===== src/hw/rtl/dtpw_ram.sv =====
module dtpw_ram #(
	parameter int WIDTH = 8,
	parameter int DEPTH = 16
) (
	input  logic                                       clk,
	input  logic                                       we,
	input  logic                                       re,
	input  logic [(DEPTH > 1 ? $clog2(DEPTH) : 1)-1:0] addr,
	input  logic [WIDTH-1:0]                           wdata,
	output logic [WIDTH-1:0]                           rdata
);
	logic [WIDTH-1:0] mem [DEPTH];

	always_ff @(posedge clk) begin
		if (we) begin
			mem[addr] <= wdata;
		end
		if (re) begin
			rdata <= mem[addr];
		end
	end
endmodule


===== config.mk =====
export PLATFORM = sky130hd
export DESIGN_NAME = dtpw_ram
export DESIGN_NICKNAME = d
export VERILOG_FILES = /design/src/hw/rtl/dtpw_ram.sv
export SDC_FILE = /design/constraint.sdc
export NUM_CORES = 1
export LEC_CHECK = 0
export BUFFER_PORTS_ARGS = -buffer_cell sky130_fd_sc_hd__buf_2
export CAP_MARGIN = 40
export CORE_MARGIN = 3
export CORE_UTILIZATION = 35
export CTS_CLUSTER_DIAMETER = 100
export DETAILED_ROUTE_END_ITERATION = 12
export GPL_TIMING_DRIVEN = 1
export HOLD_SLACK_MARGIN = 0.15
export PLACE_DENSITY = 0.5
export SETUP_SLACK_MARGIN = 0.15
export SYNTH_ARGS = -nofsm -noshare
export SYNTH_HDL_FRONTEND = slang
export SYNTH_SLANG_ARGS = --single-unit

===== constraint.sdc =====
create_clock -name clk -period 2.1 [get_ports clk]
set_input_delay 0.105 -clock clk [delete_from_list [all_inputs] [get_ports clk]]
set_output_delay 0.105 -clock clk [all_outputs]
set_load 0.01 [all_outputs]

==> impl_metrics.yaml, run 1 <==
synth:
  ys_ff_latch: 136
  syn_avg_cell_area_sq_um: 22.4
  synth_area_sq_mm: 0.00515
  synth_cells: 230
  syn_nets: 245
  synth-seq-area-share: 0.793
  ys_warn_count: 0
  synth.largest_area_cell: "edfxtp_1"
  synth_area_leaders: "edfxtp_1 (79%), mux4_2 (14%), a22oi_1 (2.3%)"
  synth_cell_types: 17
  netlist.area_leader.share: 0.793
clock_tree:
  cts_tree: "yes"
  numCtsBuffers: 17
  cts_sinks: 136
  cts-htree-levels: 4
  root_buffer: "clkbuf_16"
  clk_path_buf_depth: 2
  cts_setup_buffers: 0
  clock_latency_ns: 0.42
  clk_pin_slew_worst_paths_ns: 0.06
floorplan:
  die_area_sq_mm: 0.0162
  ios: 23
  core_sq_mm: 0.0141
  fp.dieH_um: 127
  die_w_um: 127
  row_count: 43
  start_util: 0.364
power_and_ir_drop:
  peakVddDrop_uv: 624
  p_sw_mw: 1.28
  power_leakage_nw: 2.17
  seq_power_share: 0.460
  sw_frac_of_total: 0.192
  powerDensity_mw_per_mm2: 1040
  combinationalPowerShare: 0.047
  clkPwrFrac: 0.494
  p_int_mw: 5.41
global_routing:
  antenna_found_initial: 0
  gr-total-overflow: 0
  grt_max_degree: 25
  grtUsageTotal: 0.145
  first_global_vias: 2626
  grt_pass1_wl_um: 16600
sta:
  rsz0062_at_grt: "no"
  final.setup_skew_ns: 0.00514
  report.final.setup_viol: 0
  worst_slew_pin_slew_ns: 0.393
  timing.slew.headroom: 0.737
  timing.fmax_mhz: 678
  tns_ns: 0
  final-hold-violation-count: 0
  period_minus_slack_ns: 1.48
  holdWs_ns: 0.305
  min_period_over_period: 0.703
  drv_slew: 0
drt:
  drc: 0
  ant_nets: 0
  wl_per_cell_um: 21.6
  viasPerCell: 4.98
  drtIter0Drc: 208
  vias: 2462
  drtPass1Iterations: 5
  dr_wl_met2_um: 5110
  postRouteWirelength_um: 10700
  top_layer: "met4"
  wirelength_met1_um: 4980
  wl_met3_um: 417
setup_path:
  ff2ff_path_depth: 3
  worst_ep_arrival_time_ns: 1.64
  worstReg2RegStart: "mem[3][3]"
  r2r-end: "rdata[3]"
  cp_max_fo: 1
  startpoint_type: "register"
  path_class: "register to register"
  crit_required_ns: 2.26
  cp-end-kind: "register"
  ff2ff_setup_slack_ns: 0.62
worst_hold_path:
  hold_depth: 3
  holdPathEnd: "mem[10][5]"
  hold_path.startpoint: "we"
  hp-class: "input port to register"
placed_design:
  hpwl_um: 6950
  routabilityCongestion: 0.709
  io_buffers: 22
finish:
  multi_input_area_sq_mm: 0.00100
  drive_above_1_share: 0.369
  layout_commonest_cell: "edfxtp_1"
  final_cell_mix: "edfxtp_1 (136), mux4_2 (32), buf_4 (30)"
  fin_nets: 316
  area_growth_pct: 25.0
  fill_cells: 1190
  antenna_cells: 0
  regArea_sq_mm: 0.00408
job:
  maxCapViolCount: 0
outcome:
  outcome: "complete, no violations"
worst max-delay path by stage:
| stage | slack, ns | depth (start not counted) | to | from |
|---|---|---|---|---|
| CTS | 0.60 | 3 | rdata[3] | mem[3][3] |
| global route | 0.56 | 3 | rdata[3] | mem[3][3] |
| detailed placement | 0.28 | 5 | rdata[3] | addr[0] |
| floorplan | 0.50 | 2 | mem[0][0] | addr[2] |
| finish | 0.62 | 3 | rdata[3] | mem[3][3] |
| global placement | 0.31 | 5 | rdata[3] | addr[0] |
sequential cells by signal, summed over array words and instances, names as in the netlist:
| signal | cells |
|---|---|
| mem | 128 |
| rdata | 8 |
through the flow:
stage / util / area, sq um / worst slack (ns) / instances / power (mW)
after floorplan: - / 5150 / 0.502 / 230 / 3.29
after global placement: 0.402 / 5690 / 0.314 / 453 / 3.44
after detailed placement: 0.402 / 5690 / 0.280 / 453 / 3.44
after CTS: 0.455 / 6430 / 0.595 / 494 / 6.77
after global routing: 0.455 / 6430 / 0.556 / 494 / 6.93
final: 0.455 / 6430 / 0.624 / 494 / 6.69
final cells by class:
type / count / area share
Tap cell: 180 / 0.0350
Sequential cell: 136 / 0.635
Clock inverter: 15 / 0.0360
Timing Repair Buffer: 63 / 0.0723
Multi-Input combinational cell: 83 / 0.156
Clock buffer: 17 / 0.0661
per-layer routing:
layer,vias up,track usage
met3,16,0.0452
met4,0,0.0530
li1,1115,-
met1,1279,0.204
met2,52,0.214
met5,-,0
synth_stat cells:
cell type  instances
a22oi_1           16
and2_1             1
buf_1              4
buf_2              2
buf_6              2
clkbuf_1           2
clkbuf_2           1
edfxtp_1         136
mux4_2            32
nand2_1            9
nand2b_1           2
nand3_1            1
nand3b_1           2
nor2_1            13
nor2b_1            2
nor3_1             4
or3b_2             1
worst max-delay path, stage by stage (launching register included):
cell	delay (ns)
edfxtp_1	0.36
mux4_2	0.47
a22oi_1	0.29
nand2_1	0.10
power groups by stage:
stage	registers [mW]	clock network [mW]	logic, mW
after floorplan	3.13	0	0.157
after global placement	3.13	0	0.305
after detailed placement	3.13	0	0.309
after CTS	3.08	3.37	0.321
after global routing	3.08	3.51	0.341
final	3.07	3.30	0.312
repair_timing:
item / CTS / global route
hold endpoints to repair: 136 / 0
gates resized for setup: 0 / 0
setup endpoints to repair: 0 / 0
hold buffers: 9 / 0
cells by family (layout without fill, tap and decap cells):
group	Yosys count	in the layout	synth area share
flops	136	136	0.793
mux	32	32	0.140
compound gates	16	16	0.0233
buf+inv	11	95	0.0117
simple gates	35	35	0.0316
Note: power is estimated with default switching activity, not from simulation.
==> inputs of run 2 (changes only) <==
==> constraint.sdc (replaced) <==
create_clock -name clk -period 1.41 [get_ports clk]
set_input_delay 0.0705 -clock clk [delete_from_list [all_inputs] [get_ports clk]]
set_output_delay 0.0705 -clock clk [all_outputs]
set_load 0.01 [all_outputs]
==> run 2 against run 1 <==
Effect of this change: setup slack worse by 0.61 ns; total power up 39%; hold slack worse by 0.086 ns; cell count up 0.20%; core utilization up 1.1 points; flip-flop and latch count unchanged; wire length down 0.75%; sequential power up 49%; via count up 1.1%; cell area up 2.3%; clock skew about the same; critical path type unchanged.
==> impl_metrics.yaml, run 2 (synthesis gave the netlist of run 1 again) <==
outcome:
  outcome: "complete, no violations"
setup_path:
  slowest_delay_ns: 0.50
  worstReg2RegStart: "mem[3][1]"
  crit_chain: "mux4_2, a22oi_2, nand2_1"
  cp_slowest_cell: "mux4_2"
  startpoint_type: "register"
  cp_max_fo: 1
  crit_required_ns: 1.57
  path_class: "register to register"
  worst_ep_arrival_time_ns: 1.56
  cp-end-kind: "register"
  cp-startpoint: "mem[3][1]"
power_and_ir_drop:
  clkPwrFrac: 0.448
  powerDensity_mw_per_mm2: 1410
  power_mw: 9.28
  peakVddDrop_uv: 802
  p_int_mw: 7.39
  power_leakage_nw: 2.15
  seq_power_share: 0.494
  sw_frac_of_total: 0.203
  p_sw_mw: 1.89
  combinationalPowerShare: 0.058
worst_hold_path:
  hp-class: "input port to register"
  hold_path.startpoint: "addr[2]"
floorplan:
  row_count: 43
  fp.dieH_um: 127
  die_w_um: 127
  ios: 23
  start_util: 0.364
  core_sq_mm: 0.0141
  die_area_sq_mm: 0.0162
sta:
  setup_ws_ns: 0.0121
  tns_ns: 0
  min_period_over_period: 0.991
  worst_slew_pin_slew_ns: 0.943
  report.final.setup_viol: 0
  timing.fmax_mhz: 715
  timing.slew.headroom: 0.369
  period_minus_slack_ns: 1.40
  final.setup_skew_ns: 0.00504
  rsz0062_at_grt: "yes"
  final-hold-violation-count: 0
  drv_slew: 0
drt:
  drtIter0Drc: 219
  wl_per_cell_um: 21.4
  drc: 0
  postRouteWirelength_um: 10600
  vias: 2488
  drtPass1Iterations: 4
  ant_nets: 0
  viasPerCell: 5.03
placed_design:
  place_ws_ns: -0.224
  placed_cell_area_sq_mm: 0.00588
  hpwl_um: 6840
  io_buffers: 22
  routabilityCongestion: 0.730
finish:
  final_cell_area_sq_mm: 0.00659
  layout_commonest_cell: "edfxtp_1"
  regMostFlops: "mem"
  area_growth_pct: 27.9
  largest_register_ffs: 128
  antenna_cells: 0
  biggestRegsByFlops: "mem (128), rdata (8)"
  fin_util: 0.465
  drive_above_1_share: 0.435
  fin_nets: 317
  final_cell_mix: "edfxtp_1 (136), mux4_2 (32), buf_2 (22), buf_4 (22), clkbuf_16 (17)"
clock_tree:
  cts-htree-levels: 4
  numCtsBuffers: 17
  clock_latency_ns: 0.42
  clk_pin_slew_worst_paths_ns: 0.06
  clk_path_buf_depth: 2
  cts_tree: "yes"
  cts_sinks: 136
  root_buffer: "clkbuf_16"
global_routing:
  grt_pass1_wl_um: 16500
  gr-max-usage-layer: "met2"
  antenna_found_initial: 0
  first_global_vias: 2714
  grtUsageTotal: 0.144
  use_met2: 0.212
  gr-total-overflow: 0
  grt_util_met1: 0.204
  grt_max_degree: 21
  use_met3: 0.0422
job:
  maxCapViolCount: 0
-- run 2: cell count changes in the layout (fill, tap and decap cells not counted), sizes merged --
cell,previous run,this run
bufinv,6,2
clkinv,8,5
clkinvlp,1,4
clkbuf,17,19
inv,0,2
buf,54,55
-- run 2: worst paths after layout --
| path | slack (ns) | cells after the start | to |
|---|---|---|---|
| setup / recovery | 0.01 | 3 | rdata[1] |
| hold / removal | 0.22 | 3 | mem[3][7] |
| setup reg to reg | 0.01 | 3 | rdata[1] |
| hold reg to reg | 0.75 | 3 | rdata[0] |
-- run 2: metal layers --
metal / share of wire / wire [um]
met5: 0 / 0
met4: 0.0075 / 80
met3: 0.058 / 619
met2: 0.48 / 5060
met1: 0.46 / 4850
-- run 2: through the flow --
stage                     instances  hold WS, ns
final                           495        0.219
after global routing            495        0.222
after CTS                       494        0.203
after detailed placement        453        0.451
after global placement          453        0.460
after floorplan                 230        0.169
-- run 2: area by class of cell --
class,count,area (sq um)
timing repair buffer,64,586
sequential,136,4080
multi-input combinational,83,1130
tap,180,225
fill,1187,7560
clock buffer,19,433
clock inverter,13,129
-- run 2: power by group through the flow --
stage / sequential [mW] / clock, mW / combinational [mW]
finish: 4.58 / 4.16 / 0.537
global route: 4.59 / 4.49 / 0.586
CTS: 4.58 / 4.29 / 0.547
detailed placement: 4.67 / 0 / 0.511
global placement: 4.66 / 0 / 0.506
floorplan: 4.67 / 0 / 0.257
-- run 2: worst max-delay path, delay by kind of cell, from the launching register on --
family	cells	cell delay, ns
AND/OR/NAND/NOR	1	0.09
AO/OA/AOI/OAI	1	0.21
multiplexers	1	0.50
flip-flops	1	0.35
-- run 2: timing repair --
item	in CTS	in global routing
setup buffers	0	0
resized for setup	8	2
hold endpoints to repair	136	0
setup endpoints to repair	8	8
hold buffers	9	0
pin swaps	3	1
